[config.mk]
export PLATFORM = sky130hd
export DESIGN_NAME = char_stream_token_classifier_flat
export DESIGN_NICKNAME = d
export VERILOG_FILES = /design/src/hw/rtl/cst_pkg.sv /design/src/hw/rtl/cst_if.sv /design/src/hw/rtl/cst_front.sv /design/src/hw/rtl/cst_queue.sv /design/src/hw/rtl/cst_back.sv /design/src/hw/rtl/char_stream_token_classifier.sv /design/src/flat_wrapper.sv
export VERILOG_INCLUDE_DIRS = /design/src /design/src/hw/rtl
export SDC_FILE = /design/constraint.sdc
export NUM_CORES = 1
export LEC_CHECK = 0
export BUFFER_PORTS_ARGS = -buffer_cell sky130_fd_sc_hd__clkbuf_2
export CORE_UTILIZATION = 55
export CTS_BUF_LIST = sky130_fd_sc_hd__clkbuf_16
export DETAILED_ROUTE_END_ITERATION = 16
export MAX_ROUTING_LAYER = met4
export PLACE_DENSITY = 0.75
export SETUP_SLACK_MARGIN = 0.05
export SLEW_MARGIN = 15
export SYNTH_ARGS = -nofsm -noshare
export SYNTH_HDL_FRONTEND = slang
export SYNTH_HIERARCHICAL = 1
export SYNTH_SLANG_ARGS = --single-unit
[constraint.sdc]
create_clock -name clock -period 2.85 [get_ports clock]
set_input_delay 0.285 -clock clock [delete_from_list [all_inputs] [get_ports clock]]
set_output_delay 0.285 -clock clock [all_outputs]
set_load 0.05 [all_outputs]
[src/hw/rtl/assert_macros.svh]
// Assertion macros for the token classifier RTL, used by cst_back.
// Define NO_ASSERTIONS to compile every assertion away.
`ifndef ASSERT_MACROS_SVH
`define ASSERT_MACROS_SVH
`ifndef NO_ASSERTIONS
`define CST_ASSERT(label, clk, rst, prop, msg) \
   label: assert property (@(posedge clk) disable iff (rst) prop) else $error(msg);
`define CST_ASSERT_NEVER(label, clk, rst, cond, msg) \
   label: assert property (@(posedge clk) disable iff (rst) !(cond)) else $error(msg);
`else
`define CST_ASSERT(label, clk, rst, prop, msg)
`define CST_ASSERT_NEVER(label, clk, rst, cond, msg)
`endif
`endif

[src/hw/rtl/cst_pkg.sv]
// Shared types, constants and character tests of the token classifier.
// Has no dependencies; every other file but assert_macros.svh imports it.
`timescale 1ns / 1ps
package cst_pkg;

   localparam int CHAR_W = 8;
   localparam int POS_W  = 12;
   localparam int KIND_W = 3;

   localparam int DEFAULT_MAX_LINE_LENGTH = 4096;
   localparam int DEFAULT_QUEUE_DEPTH     = 4;

   localparam logic [KIND_W-1:0] KIND_INT       = 3'd0;
   localparam logic [KIND_W-1:0] KIND_REAL      = 3'd1;
   localparam logic [KIND_W-1:0] KIND_IDENT     = 3'd2;
   localparam logic [KIND_W-1:0] KIND_BAD_IDENT = 3'd3;
   localparam logic [KIND_W-1:0] KIND_OPER      = 3'd4;

   localparam logic [CHAR_W-1:0] CH_SPACE = 8'h20;
   localparam logic [CHAR_W-1:0] CH_PLUS  = 8'h2B;
   localparam logic [CHAR_W-1:0] CH_MINUS = 8'h2D;
   localparam logic [CHAR_W-1:0] CH_STAR  = 8'h2A;
   localparam logic [CHAR_W-1:0] CH_SLASH = 8'h2F;
   localparam logic [CHAR_W-1:0] CH_EQUAL = 8'h3D;
   localparam logic [CHAR_W-1:0] CH_COMMA = 8'h2C;
   localparam logic [CHAR_W-1:0] CH_SEMI  = 8'h3B;
   localparam logic [CHAR_W-1:0] CH_LESS  = 8'h3C;
   localparam logic [CHAR_W-1:0] CH_MORE  = 8'h3E;
   localparam logic [CHAR_W-1:0] CH_LPAR  = 8'h28;
   localparam logic [CHAR_W-1:0] CH_RPAR  = 8'h29;
   localparam logic [CHAR_W-1:0] CH_LBRK  = 8'h5B;
   localparam logic [CHAR_W-1:0] CH_RBRK  = 8'h5D;
   localparam logic [CHAR_W-1:0] CH_LBRC  = 8'h7B;
   localparam logic [CHAR_W-1:0] CH_RBRC  = 8'h7D;
   localparam logic [CHAR_W-1:0] CH_DOT   = 8'h2E;
   localparam logic [CHAR_W-1:0] CH_ZERO  = 8'h30;
   localparam logic [CHAR_W-1:0] CH_NINE  = 8'h39;

   // One queue entry holds every result caused by one input beat.
   typedef struct packed {
      logic              has_word;
      logic [KIND_W-1:0] word_kind;
      logic [POS_W-1:0]  word_start;
      logic [POS_W-1:0]  word_length;
      logic              has_oper;
      logic [POS_W-1:0]  oper_start;
      logic [CHAR_W-1:0] oper_char;
   } cst_entry_type;

   function automatic logic is_digit(input logic [CHAR_W-1:0] c);
      return (c >= CH_ZERO) && (c <= CH_NINE);
   endfunction

   function automatic logic is_operator(input logic [CHAR_W-1:0] c);
      return (c == CH_PLUS) || (c == CH_MINUS) || (c == CH_STAR) ||
             (c == CH_SLASH) || (c == CH_EQUAL);
   endfunction

   function automatic logic is_delimiter(input logic [CHAR_W-1:0] c);
      return (c == CH_SPACE) || is_operator(c) || (c == CH_COMMA) || (c == CH_SEMI) ||
             (c == CH_LESS) || (c == CH_MORE) || (c == CH_LPAR) || (c == CH_RPAR) ||
             (c == CH_LBRK) || (c == CH_RBRK) || (c == CH_LBRC) || (c == CH_RBRC);
   endfunction

   function automatic logic [KIND_W-1:0] word_kind(input logic all_digits,
                                                   input logic all_digits_or_dots,
                                                   input logic seen_dot,
                                                   input logic first_is_digit);
      logic [KIND_W-1:0] kind;
      priority if (all_digits) begin
         kind = KIND_INT;
      end else if (all_digits_or_dots && seen_dot) begin
         kind = KIND_REAL;
      end else if (!first_is_digit) begin
         kind = KIND_IDENT;
      end else begin
         kind = KIND_BAD_IDENT;
      end
      return kind;
   endfunction

endpackage

[src/hw/rtl/cst_if.sv]
// Valid/ready channel interfaces for the character input and the token output.
// Depends on cst_pkg.
`timescale 1ns / 1ps
interface cst_req_if
   import cst_pkg::*;
();
   logic              valid;
   logic              ready;
   logic [CHAR_W-1:0] char_in;
   logic              line_end;

   modport source (output valid, output char_in, output line_end, input ready);
   modport sink   (input valid, input char_in, input line_end, output ready);
endinterface

interface cst_rsp_if
   import cst_pkg::*;
();
   logic              valid;
   logic              ready;
   logic [KIND_W-1:0] token_kind;
   logic [POS_W-1:0]  token_start;
   logic [POS_W-1:0]  token_length;
   logic [CHAR_W-1:0] operator_char;
   logic              last_of_run;

   modport source (output valid, output token_kind, output token_start,
                   output token_length, output operator_char, output last_of_run,
                   input ready);
   modport sink   (input valid, input token_kind, input token_start,
                   input token_length, input operator_char, input last_of_run,
                   output ready);
endinterface

[src/hw/rtl/cst_front.sv]
// Front end: accepts characters, tracks the open word and line position,
// and pushes one queue entry per beat that closes a word or is an operator.
`timescale 1ns / 1ps
module cst_front
   import cst_pkg::*;
#(
   parameter int MAX_LINE_LENGTH = DEFAULT_MAX_LINE_LENGTH
) (
   input  logic          clock,
   input  logic          reset,
   cst_req_if.sink       req_ch,
   output logic          push_valid,
   output cst_entry_type push_entry,
   input  logic          push_ready
);

   localparam int POS_CAP_INT = (MAX_LINE_LENGTH - 1 < 4095) ? MAX_LINE_LENGTH - 1 : 4095;
   localparam int LEN_CAP_INT = (MAX_LINE_LENGTH < 4095) ? MAX_LINE_LENGTH : 4095;
   localparam logic [POS_W-1:0] POS_CAP = POS_W'(POS_CAP_INT);
   localparam logic [POS_W-1:0] LEN_CAP = POS_W'(LEN_CAP_INT);

   logic [POS_W-1:0] line_pos_ff, line_pos_in;
   logic [POS_W-1:0] word_start_ff, word_start_in;
   logic [POS_W-1:0] word_len_ff, word_len_in;
   logic             first_digit_ff, first_digit_in;
   logic             all_digits_ff, all_digits_in;
   logic             digits_dots_ff, digits_dots_in;
   logic             seen_dot_ff, seen_dot_in;

   logic             accept;
   logic             delim;
   logic             digit;
   logic             dot;
   logic             fresh;
   logic [POS_W-1:0] grow_start;
   logic [POS_W-1:0] grow_len;
   logic             grow_first;
   logic             grow_digits;
   logic             grow_dd;
   logic             grow_dot;

   assign accept = req_ch.valid && push_ready;
   assign req_ch.ready = push_ready;

   always_comb begin
      delim       = is_delimiter(req_ch.char_in);
      digit       = is_digit(req_ch.char_in);
      dot         = (req_ch.char_in == CH_DOT);
      fresh       = (word_len_ff == '0);
      grow_start  = fresh ? line_pos_ff : word_start_ff;
      grow_first  = fresh ? digit : first_digit_ff;
      grow_digits = all_digits_ff && digit;
      grow_dd     = digits_dots_ff && (digit || dot);
      grow_dot    = seen_dot_ff || dot;
      grow_len    = (word_len_ff < LEN_CAP) ? word_len_ff + POS_W'(1) : word_len_ff;

      push_entry = '0;
      if (delim) begin
         push_entry.has_word    = !fresh;
         push_entry.word_kind   = word_kind(all_digits_ff, digits_dots_ff, seen_dot_ff,
                                            first_digit_ff);
         push_entry.word_start  = word_start_ff;
         push_entry.word_length = word_len_ff;
         push_entry.has_oper    = is_operator(req_ch.char_in);
         push_entry.oper_start  = line_pos_ff;
         push_entry.oper_char   = req_ch.char_in;
      end else begin
         push_entry.has_word    = req_ch.line_end;
         push_entry.word_kind   = word_kind(grow_digits, grow_dd, grow_dot, grow_first);
         push_entry.word_start  = grow_start;
         push_entry.word_length = grow_len;
      end
      push_valid = req_ch.valid && (push_entry.has_word || push_entry.has_oper);

      line_pos_in    = line_pos_ff;
      word_start_in  = word_start_ff;
      word_len_in    = word_len_ff;
      first_digit_in = first_digit_ff;
      all_digits_in  = all_digits_ff;
      digits_dots_in = digits_dots_ff;
      seen_dot_in    = seen_dot_ff;
      if (accept) begin
         if (req_ch.line_end || delim) begin
            word_start_in  = '0;
            word_len_in    = '0;
            first_digit_in = 1'b0;
            all_digits_in  = 1'b1;
            digits_dots_in = 1'b1;
            seen_dot_in    = 1'b0;
         end else begin
            word_start_in  = grow_start;
            word_len_in    = grow_len;
            first_digit_in = grow_first;
            all_digits_in  = grow_digits;
            digits_dots_in = grow_dd;
            seen_dot_in    = grow_dot;
         end
         if (req_ch.line_end) begin
            line_pos_in = '0;
         end else if (line_pos_ff < POS_CAP) begin
            line_pos_in = line_pos_ff + POS_W'(1);
         end
      end
   end

   always_ff @(posedge clock) begin
      if (reset) begin
         line_pos_ff    <= '0;
         word_start_ff  <= '0;
         word_len_ff    <= '0;
         first_digit_ff <= 1'b0;
         all_digits_ff  <= 1'b1;
         digits_dots_ff <= 1'b1;
         seen_dot_ff    <= 1'b0;
      end else begin
         line_pos_ff    <= line_pos_in;
         word_start_ff  <= word_start_in;
         word_len_ff    <= word_len_in;
         first_digit_ff <= first_digit_in;
         all_digits_ff  <= all_digits_in;
         digits_dots_ff <= digits_dots_in;
         seen_dot_ff    <= seen_dot_in;
      end
   end

endmodule

[src/hw/rtl/cst_queue.sv]
// Short register queue between the front end and the output stage.
// Depends on cst_pkg for the entry type.
`timescale 1ns / 1ps
module cst_queue
   import cst_pkg::*;
#(
   parameter int DEPTH = DEFAULT_QUEUE_DEPTH
) (
   input  logic          clock,
   input  logic          reset,
   input  logic          push_valid,
   input  cst_entry_type push_entry,
   output logic          push_ready,
   output logic          pop_valid,
   output cst_entry_type pop_entry,
   input  logic          pop
);

   localparam int PTR_W = (DEPTH > 1) ? $clog2(DEPTH) : 1;
   localparam int CNT_W = $clog2(DEPTH + 1);
   localparam logic [PTR_W-1:0] LAST_SLOT = PTR_W'(DEPTH - 1);
   localparam logic [CNT_W-1:0] FULL_CNT  = CNT_W'(DEPTH);

   cst_entry_type    slots_ff [DEPTH];
   logic [PTR_W-1:0] wr_ptr_ff, wr_ptr_in;
   logic [PTR_W-1:0] rd_ptr_ff, rd_ptr_in;
   logic [CNT_W-1:0] count_ff, count_in;
   logic             do_push;
   logic             do_pop;

   assign push_ready = (count_ff != FULL_CNT);
   assign pop_valid  = (count_ff != '0);
   assign pop_entry  = slots_ff[rd_ptr_ff];
   assign do_push    = push_valid && push_ready;
   assign do_pop     = pop && pop_valid;

   always_comb begin
      wr_ptr_in = wr_ptr_ff;
      rd_ptr_in = rd_ptr_ff;
      count_in  = count_ff;
      if (do_push) begin
         wr_ptr_in = (wr_ptr_ff == LAST_SLOT) ? '0 : wr_ptr_ff + PTR_W'(1);
      end
      if (do_pop) begin
         rd_ptr_in = (rd_ptr_ff == LAST_SLOT) ? '0 : rd_ptr_ff + PTR_W'(1);
      end
      if (do_push && !do_pop) begin
         count_in = count_ff + CNT_W'(1);
      end else if (do_pop && !do_push) begin
         count_in = count_ff - CNT_W'(1);
      end
   end

   always_ff @(posedge clock) begin
      if (reset) begin
         wr_ptr_ff <= '0;
         rd_ptr_ff <= '0;
         count_ff  <= '0;
      end else begin
         wr_ptr_ff <= wr_ptr_in;
         rd_ptr_ff <= rd_ptr_in;
         count_ff  <= count_in;
      end
   end

   always_ff @(posedge clock) begin
      if (do_push) begin
         slots_ff[wr_ptr_ff] <= push_entry;
      end
   end

endmodule

[src/hw/rtl/cst_back.sv]
// Output stage: unpacks queue entries into one token per beat, the word token
// before the operator token, through a registered output. Depends on cst_pkg.
`timescale 1ns / 1ps
`include "assert_macros.svh"
module cst_back
   import cst_pkg::*;
(
   input  logic          clock,
   input  logic          reset,
   input  logic          pop_valid,
   input  cst_entry_type pop_entry,
   output logic          pop,
   cst_rsp_if.source     rsp_ch
);

   logic              out_valid_ff, out_valid_in;
   logic [KIND_W-1:0] out_kind_ff, out_kind_in;
   logic [POS_W-1:0]  out_start_ff, out_start_in;
   logic [POS_W-1:0]  out_len_ff, out_len_in;
   logic [CHAR_W-1:0] out_char_ff, out_char_in;
   logic              out_last_ff, out_last_in;
   logic              oper_pend_ff, oper_pend_in;
   logic [POS_W-1:0]  oper_start_ff, oper_start_in;
   logic [CHAR_W-1:0] oper_char_ff, oper_char_in;
   logic              load;

   assign load = !out_valid_ff || rsp_ch.ready;

   always_comb begin
      out_valid_in  = out_valid_ff;
      out_kind_in   = out_kind_ff;
      out_start_in  = out_start_ff;
      out_len_in    = out_len_ff;
      out_char_in   = out_char_ff;
      out_last_in   = out_last_ff;
      oper_pend_in  = oper_pend_ff;
      oper_start_in = oper_start_ff;
      oper_char_in  = oper_char_ff;
      pop           = 1'b0;
      if (load) begin
         priority if (oper_pend_ff) begin
            out_valid_in = 1'b1;
            out_kind_in  = KIND_OPER;
            out_start_in = oper_start_ff;
            out_len_in   = POS_W'(1);
            out_char_in  = oper_char_ff;
            out_last_in  = 1'b1;
            oper_pend_in = 1'b0;
         end else if (pop_valid) begin
            pop          = 1'b1;
            out_valid_in = 1'b1;
            if (pop_entry.has_word) begin
               out_kind_in   = pop_entry.word_kind;
               out_start_in  = pop_entry.word_start;
               out_len_in    = pop_entry.word_length;
               out_char_in   = '0;
               out_last_in   = !pop_entry.has_oper;
               oper_pend_in  = pop_entry.has_oper;
               oper_start_in = pop_entry.oper_start;
               oper_char_in  = pop_entry.oper_char;
            end else begin
               out_kind_in  = KIND_OPER;
               out_start_in = pop_entry.oper_start;
               out_len_in   = POS_W'(1);
               out_char_in  = pop_entry.oper_char;
               out_last_in  = 1'b1;
            end
         end else begin
            out_valid_in = 1'b0;
         end
      end
   end

   always_ff @(posedge clock) begin
      if (reset) begin
         out_valid_ff <= 1'b0;
         oper_pend_ff <= 1'b0;
      end else begin
         out_valid_ff <= out_valid_in;
         oper_pend_ff <= oper_pend_in;
      end
   end

   always_ff @(posedge clock) begin
      out_kind_ff   <= out_kind_in;
      out_start_ff  <= out_start_in;
      out_len_ff    <= out_len_in;
      out_char_ff   <= out_char_in;
      out_last_ff   <= out_last_in;
      oper_start_ff <= oper_start_in;
      oper_char_ff  <= oper_char_in;
   end

   assign rsp_ch.valid         = out_valid_ff;
   assign rsp_ch.token_kind    = out_kind_ff;
   assign rsp_ch.token_start   = out_start_ff;
   assign rsp_ch.token_length  = out_len_ff;
   assign rsp_ch.operator_char = out_char_ff;
   assign rsp_ch.last_of_run   = out_last_ff;

   // A held operator always follows a word beat that is not the last of its run.
   `CST_ASSERT(a_pend_after_word, clock, reset, oper_pend_ff |-> out_valid_ff && !out_last_ff, "operator pending without word beat")
   `CST_ASSERT(a_oper_is_last, clock, reset, out_valid_ff && out_kind_ff == KIND_OPER |-> out_last_ff && out_len_ff == POS_W'(1), "operator beat malformed")
   `CST_ASSERT_NEVER(a_empty_entry, clock, reset, pop_valid && !pop_entry.has_word && !pop_entry.has_oper, "queue entry carries no token")
   `CST_ASSERT_NEVER(a_pop_while_pend, clock, reset, pop && oper_pend_ff, "queue popped while operator pending")

endmodule

[src/hw/rtl/char_stream_token_classifier.sv]
// Character stream token classifier: takes one byte of a source line per beat and
// returns word tokens (integer, real, identifier, invalid identifier) and operator
// tokens. A new byte is accepted every cycle while the queue has room. A byte that
// closes a word and is itself an operator causes two tokens, word token first; the
// output stage sends at most one token per cycle, and the queue between the front end
// and the output stage (QUEUE_DEPTH entries) absorbs such bursts, so input stalls only
// when the queue fills. Each token is registered in a queue slot and then in the
// output register. Depends on cst_pkg, cst_if, cst_front, cst_queue and cst_back.
`timescale 1ns / 1ps
module char_stream_token_classifier
   import cst_pkg::*;
#(
   parameter int MAX_LINE_LENGTH = DEFAULT_MAX_LINE_LENGTH,
   parameter int QUEUE_DEPTH     = DEFAULT_QUEUE_DEPTH
) (
   input  logic      clock,
   input  logic      reset,
   cst_req_if.sink   req_ch,
   cst_rsp_if.source rsp_ch
);

   logic          push_valid;
   logic          push_ready;
   cst_entry_type push_entry;
   logic          pop_valid;
   logic          pop;
   cst_entry_type pop_entry;

   cst_front #(
      .MAX_LINE_LENGTH(MAX_LINE_LENGTH)
   ) u_front (
      .clock     (clock),
      .reset     (reset),
      .req_ch    (req_ch),
      .push_valid(push_valid),
      .push_entry(push_entry),
      .push_ready(push_ready)
   );

   cst_queue #(
      .DEPTH(QUEUE_DEPTH)
   ) u_queue (
      .clock     (clock),
      .reset     (reset),
      .push_valid(push_valid),
      .push_entry(push_entry),
      .push_ready(push_ready),
      .pop_valid (pop_valid),
      .pop_entry (pop_entry),
      .pop       (pop)
   );

   cst_back u_back (
      .clock    (clock),
      .reset    (reset),
      .pop_valid(pop_valid),
      .pop_entry(pop_entry),
      .pop      (pop),
      .rsp_ch   (rsp_ch)
   );

endmodule

[src/flat_wrapper.sv]
// flat-port wrapper written by rule: the top's interface ports become plain ports
module char_stream_token_classifier_flat import cst_pkg::*;
#(
   parameter int MAX_LINE_LENGTH = DEFAULT_MAX_LINE_LENGTH,
   parameter int QUEUE_DEPTH     = DEFAULT_QUEUE_DEPTH
)
  (clock, reset, req_ch_valid, req_ch_char_in, req_ch_line_end, req_ch_ready, rsp_ch_valid, rsp_ch_token_kind, rsp_ch_token_start, rsp_ch_token_length, rsp_ch_operator_char, rsp_ch_last_of_run, rsp_ch_ready);
  cst_req_if req_ch_i ();
  cst_rsp_if rsp_ch_i ();
  input  logic clock;
  input  logic reset;
  input wire logic [$bits(req_ch_i.valid)-1:0] req_ch_valid;
  input wire logic [$bits(req_ch_i.char_in)-1:0] req_ch_char_in;
  input wire logic [$bits(req_ch_i.line_end)-1:0] req_ch_line_end;
  output wire logic [$bits(req_ch_i.ready)-1:0] req_ch_ready;
  output wire logic [$bits(rsp_ch_i.valid)-1:0] rsp_ch_valid;
  output wire logic [$bits(rsp_ch_i.token_kind)-1:0] rsp_ch_token_kind;
  output wire logic [$bits(rsp_ch_i.token_start)-1:0] rsp_ch_token_start;
  output wire logic [$bits(rsp_ch_i.token_length)-1:0] rsp_ch_token_length;
  output wire logic [$bits(rsp_ch_i.operator_char)-1:0] rsp_ch_operator_char;
  output wire logic [$bits(rsp_ch_i.last_of_run)-1:0] rsp_ch_last_of_run;
  input wire logic [$bits(rsp_ch_i.ready)-1:0] rsp_ch_ready;
  assign req_ch_i.valid = req_ch_valid;
  assign req_ch_i.char_in = req_ch_char_in;
  assign req_ch_i.line_end = req_ch_line_end;
  assign req_ch_ready = req_ch_i.ready;
  assign rsp_ch_valid = rsp_ch_i.valid;
  assign rsp_ch_token_kind = rsp_ch_i.token_kind;
  assign rsp_ch_token_start = rsp_ch_i.token_start;
  assign rsp_ch_token_length = rsp_ch_i.token_length;
  assign rsp_ch_operator_char = rsp_ch_i.operator_char;
  assign rsp_ch_last_of_run = rsp_ch_i.last_of_run;
  assign rsp_ch_i.ready = rsp_ch_ready;
  char_stream_token_classifier #(.MAX_LINE_LENGTH(MAX_LINE_LENGTH), .QUEUE_DEPTH(QUEUE_DEPTH)) u_core (.clock(clock), .reset(reset), .req_ch(req_ch_i), .rsp_ch(rsp_ch_i));
endmodule
# Yosys cells after proc, flatten, opt, wreduce, memory -nomap -nowiden
# Memory sizes are Yosys's and may differ from the RTL's. A register that Yosys moved wholly into a read port is not among the register bits.
# Cells that the tools add are included.
# classes
n_addsub	6
order_cmp	4
eq_ne	20
mux	46
bitwise	1
n_reduce_logical	44
# op_table
op	count
12-bit two-way mux	11
8-bit by 6-bit equality test with 1-bit output (second input constant)	13
8-bit by 7-bit equality test with 1-bit output (second input constant)	4
28-bit two-way mux	1
12-bit by 1-bit adder with 12-bit output (second input constant)	2
12-bit less-than comparator (second input constant)	2
8-bit two-way mux	3
21-bit two-way mux	1
1-bit logical OR	20
1-bit two-way mux	18
3-bit two-way mux	6
12-bit logical NOT	1
2-bit two-way mux	6
1-bit logical AND	11
8-bit by 6-bit greater-or-equal comparator with 1-bit output (second input constant)	1
8-bit by 6-bit <= comparator with 1-bit output (second input constant)	1
2-bit nonzero test	3
1-bit logical NOT	5
2-bit by 1-bit adder with 2-bit output (second input constant)	2
2-bit equality test (second input constant)	2
2-bit AND reduction	2
4-bit AND reduction	1
3-bit by 1-bit adder with 3-bit output (second input constant)	1
3-bit inequality test (second input constant)	1
3 further kinds	3
# word_totals
reg_bits	105
mem_bits_rw	196
inputBits	13
elab_cells	141
memories	1
# mem_list
memory	words	width	read_ports	rd_clocked_by_memory_dff	wr	line	source
u_core.u_queue.slots_ff	4	49	1	1	1	cst_queue.sv:24	cst_entry_type slots_ff [DEPTH];

# Longest topological paths before layout
# logic_depth
depth_word	24
ltp_mapped	14
mapped_depth_nobuf	14

# Modules after synthesis
# Netlist, hierarchy kept.
# modules_own_cells
mod	n_inst	cells_per_inst	area_each_um2	seq_area_each_um2
cst_queue	1	304	7551.0	6065.8
cst_front	1	332	2665.1	800.8
cst_back	1	137	2273.4	1721.7

# Worst setup path after synthesis
# Ideal clock, no wire load.
# synth_path
path_kind	input-to-reg
start	input port req_ch_char_in[2]
end	register u_core.u_queue.count_ff[2]
setup_ps	70
arrival_time_ps	3055
t_required_ps	2780
setup_slack_ps	-275
cell_stages	14
n_path_buf	1
path_cell_list	buf_2 -> or2_2 -> a21oi_1 -> o21a_1 -> nor3_4 -> a21oi_1 -> o21a_1 -> and2_4 -> ha_1 -> inv_1 -> fa_1 -> xor2_1 -> or3_2 -> a21oi_1
# synth_rtl
element	line	source
from (decl)	flat_wrapper.sv:13	input wire logic [$bits(req_ch_i.char_in)-1:0] req_ch_char_in;
to (signal assigned)	cst_queue.sv:62	count_ff <= count_in;
to (decl)	cst_queue.sv:27	logic [CNT_W-1:0] count_ff, count_in;

==> impl_metrics.py <==
metrics = {
    "detailed_routing": {
        "wire_per_inst_um": 21.1,
        "drt-total-wl_um": 24400,
        "wirelength_met1_um": 9940,
        "dr.max_layer_used": "met4",
        "antenna_left": 0,
        "first_iter_violations": 519,
        "vias": 6876,
        "drc": 0,
        "viasPerCell": 5.95,
        "dr.pass1.iters": 7,
        "wl_met2_um": 12600,
        "dr_wl_met3_um": 1240,
    },
    "sta": {
        "worst_slack_ns": 0.196,
        "worst_slew_pin_slew_ns": 0.764,
        "setup_viol": 0,
        "hold_viol": 0,
        "min_period_over_period_pct": 93.1,
        "finalCriticalPeriod_ns": 2.65,
        "max_freq_ghz": 0.377,
        "fin_worst_skew_ns": 0.0152,
        "drv_slew": 0,
        "maxSlewHeadroom_pct": 48.6,
        "rsz0062_at_grt": "false",
    },
    "global_routing": {
        "grt_pass1_vias": 7287,
        "grt_max_degree": 49,
        "grt_pass1_wl_um": 38500,
        "antenna_found_initial": 0,
        "gr-total-overflow": 0,
        "grt.total_usage_pct": 22.0,
    },
    "die": {
        "dieArea_um2": 23300,
        "die_w_um": 153,
        "rows": 54,
        "ioPinCount": 51,
        "initial_core_util_pct": 56.7,
        "die_y_um": 153,
        "design.core.area_um2": 22000,
    },
    "critical_path": {
        "slowest_delay_ns": 0.37,
        "timing.critical_path.arrival_ns": 3.14,
        "cp-end-kind": "flop",
        "cp_max_fo": 5,
        "ff2ff_path_depth": 14,
        "start_kind": "flop",
        "cp_num_buf_inv": 2,
        "crit_cells": 14,
        "worstSetupPathType": "reg -> reg",
        "cpLargestDelayFamily": "simple AND/OR/NAND/NOR gates",
        "path_cells": "inv_1 -> ha_2 -> nor4b_2 -> nand2_1 -> nor4_4 -> a21oi_4 -> o21a_1 -> and2_4 -> ha_4 -> inv_2 -> fa_2 -> xor2_1 -> or3_4 -> a21oi_2",
        "cpMaxStageDelayCell": "dfxtp_4",
        "cp.required_ns": 3.34,
    },
    "final_layout": {
        "seqCellArea_um2": 8600,
        "fin_cells": 1155,
        "fin_area_um2": 14200,
        "multi_input_area_um2": 3640,
        "syn_to_final_growth_pct": 13.8,
        "fillCellCount": 1511,
        "drive_gt1_share_pct": 26.7,
        "nets": 875,
        "diodes": 0,
        "fin_util_pct": 64.5,
    },
    "synth": {
        "ys_warn_count": 6,
        "synth_area_um2": 12500,
        "ys_ff_latch": 303,
        "ys.flop_type": "edfxtp_1",
        "ys_seq_area_share_pct": 68.8,
        "synth_cell_type_count": 70,
        "avgSynthCellArea_um2": 16.2,
        "syn_inst": 773,
        "synthArstFlopShare_pct": 0,
        "synth_edf_count": 252,
    },
    "clocking": {
        "clkSinkCount": 303,
        "numCtsBuffers": 29,
        "root_buffer": "clkbuf_16",
        "htree_num_levels": 1,
        "cts_buffer_depth": 3,
        "path_clk_slew_ns": 0.06,
        "cts_tree": "yes",
        "clk-insertion-delay-late_ns": 0.56,
    },
    "placement": {
        "numPortBuffers": 50,
        "place_inst": 1099,
        "routabilityCongestion": 0.904,
        "place_ws_ns": -0.0566,
        "hpwl_um": 15100,
        "post_dp_cell_area_um2": 13200,
    },
    "pwr": {
        "total_power_mw": 12.9,
        "peakVddDrop_mv": 0.481,
        "power_leakage_nw": 5.04,
        "pwr_density_cell_nw_per_um2": 911,
    },
    "run": {
        "maxCapViolations": 0,
    },
    "status": {
        "status": "completed",
    },
    "worst_hold_path": {
        "min_path_cells": 3,
        "hold_path.class": "in -> reg",
    },
}
## logic make-up (layout without fill, tap and decap cells)
logic type      after synthesis  in the layout  synth area share (%)
fa+ha+maj                    10             10                  1.06
xor+xnor                     18             18                  1.26
other cells                   1              2                0.0300
compound gates              101            101                  5.23
flops                       303            303                  68.8
simple gates                200            200                  9.25
mux                          83             83                  11.7
buf+inv                      57            158                  2.69
## cells in the mapped netlist (all sizes together), types with 16 or more instances
master    n  area share (%)
and3     22             1.1
nand3    16            0.68
mux2i    19             1.5
dfxtp    51             8.2
o21ai    26             1.0
a22o     21             1.5
nor2     28            0.92
a21oi    36             1.4
nand2    45             1.4
mux4     49             8.8
edfxtp  252              61
and2     37             1.9
buf      37             2.1
## routing by layer
layer  global-route usage, %  vias to the layer above
met3                    2.76                       43
met5                       -                        -
li1                        -                     3145
met1                    26.8                     3504
met2                    38.0                      184
met4                    7.36                        0
## area by class of cell
cell class | count | area share [%]
inverter | 10 | 0.264
tap | 280 | 2.47
clock buffer | 29 | 5.11
clock inverter | 25 | 1.42
timing repair buffer | 94 | 4.61
sequential | 303 | 60.5
multi-input combinational | 414 | 25.6
## report_power, final
part	internal (mW)	leakage, nW	total [mW]	switching, mW
Combinational	1.14	1.77	3.48	2.34
Clock	2.12	0.498	3.71	1.58
Sequential	5.57	2.77	5.76	0.189
## per-stage QoR
stage          setup TNS [ns]  hold slack [ns]
6_report                    0           0.0830
4_1_cts                     0           0.0594
5_1_grt                     0           0.0867
2_1_floorplan               0            0.354
3_3_place_gp                0            0.456
3_5_place_dp          -0.0566            0.461
## timing repair
item	in CTS	in global routing
endpoints found under the setup margin	0	2
hold buffers	0	0
setup buffers	0	2
gates resized for setup	0	7
## worst reg2reg max path: stages, from the launching register on
cell and delay [ns]:
dfxtp_4 0.37, inv_1 0.06, ha_2 0.18, nor4b_2 0.15
nand2_1 0.12, nor4_4 0.05, a21oi_4 0.20, o21a_1 0.17
and2_4 0.16, ha_4 0.13, inv_2 0.04, fa_2 0.35
xor2_1 0.17, or3_4 0.33, a21oi_2 0.11
## state kept, by name, summed over array words and instances (netlist names), 2 cells and up, named ones only
name and count:
u_core/u_queue/rd_ptr_ff 2, u_core/u_back/oper_start_ff 12, u_core/u_back/rsp_ch.token_length 12, u_core/u_back/rsp_ch.token_kind 3, u_core/u_front/word_len_ff 12, u_core/u_back/rsp_ch.operator_char 8, u_core/u_queue/count_ff 3, u_core/u_back/oper_char_ff 8
u_core/u_back/rsp_ch.token_start 12, u_core/u_front/word_start_ff 12, u_core/u_queue/wr_ptr_ff 2, u_core/u_queue/slots_ff 196, u_core/u_front/line_pos_ff 12
## worst paths after layout
kind	start	end	slack, ns
worst max-delay path	u_core/u_front/word_len_ff[0]$_SDFFE_PP0P_	u_core/u_queue/count_ff[2]$_SDFFE_PP0P_	0.20
worst min register to register	u_core/u_front/word_start_ff[10]$_SDFFE_PP0P_	u_core/u_front/word_start_ff[10]$_SDFFE_PP0P_	0.48
worst max register to register	u_core/u_front/word_len_ff[0]$_SDFFE_PP0P_	u_core/u_queue/count_ff[2]$_SDFFE_PP0P_	0.20
worst min-delay path	rsp_ch_ready	u_core/u_back/rsp_ch.valid$_SDFFE_PP0P_	0.08
## cells in the final DEF (no fill, tap or decap), drive strengths merged, types with 8 or more instances in the layout
cell    synthesis  layout
ha              9       9
edfxtp        252     252
nand2          45      45
mux2           15      15
a21oi          36      36
nor3           11      11
clkinv          0       8
and3           22      22
inv            10      24
mux2i          19      19
nand3          16      16
mux4           49      49
and2           37      37
nor2           28      28
buf            37      44
a22o           21      21
nand4           8       8
clkbuf         10      79
xnor2          11      11
dfxtp          51      51
o21ai          26      26
Power figures use the tool's default switching activity.
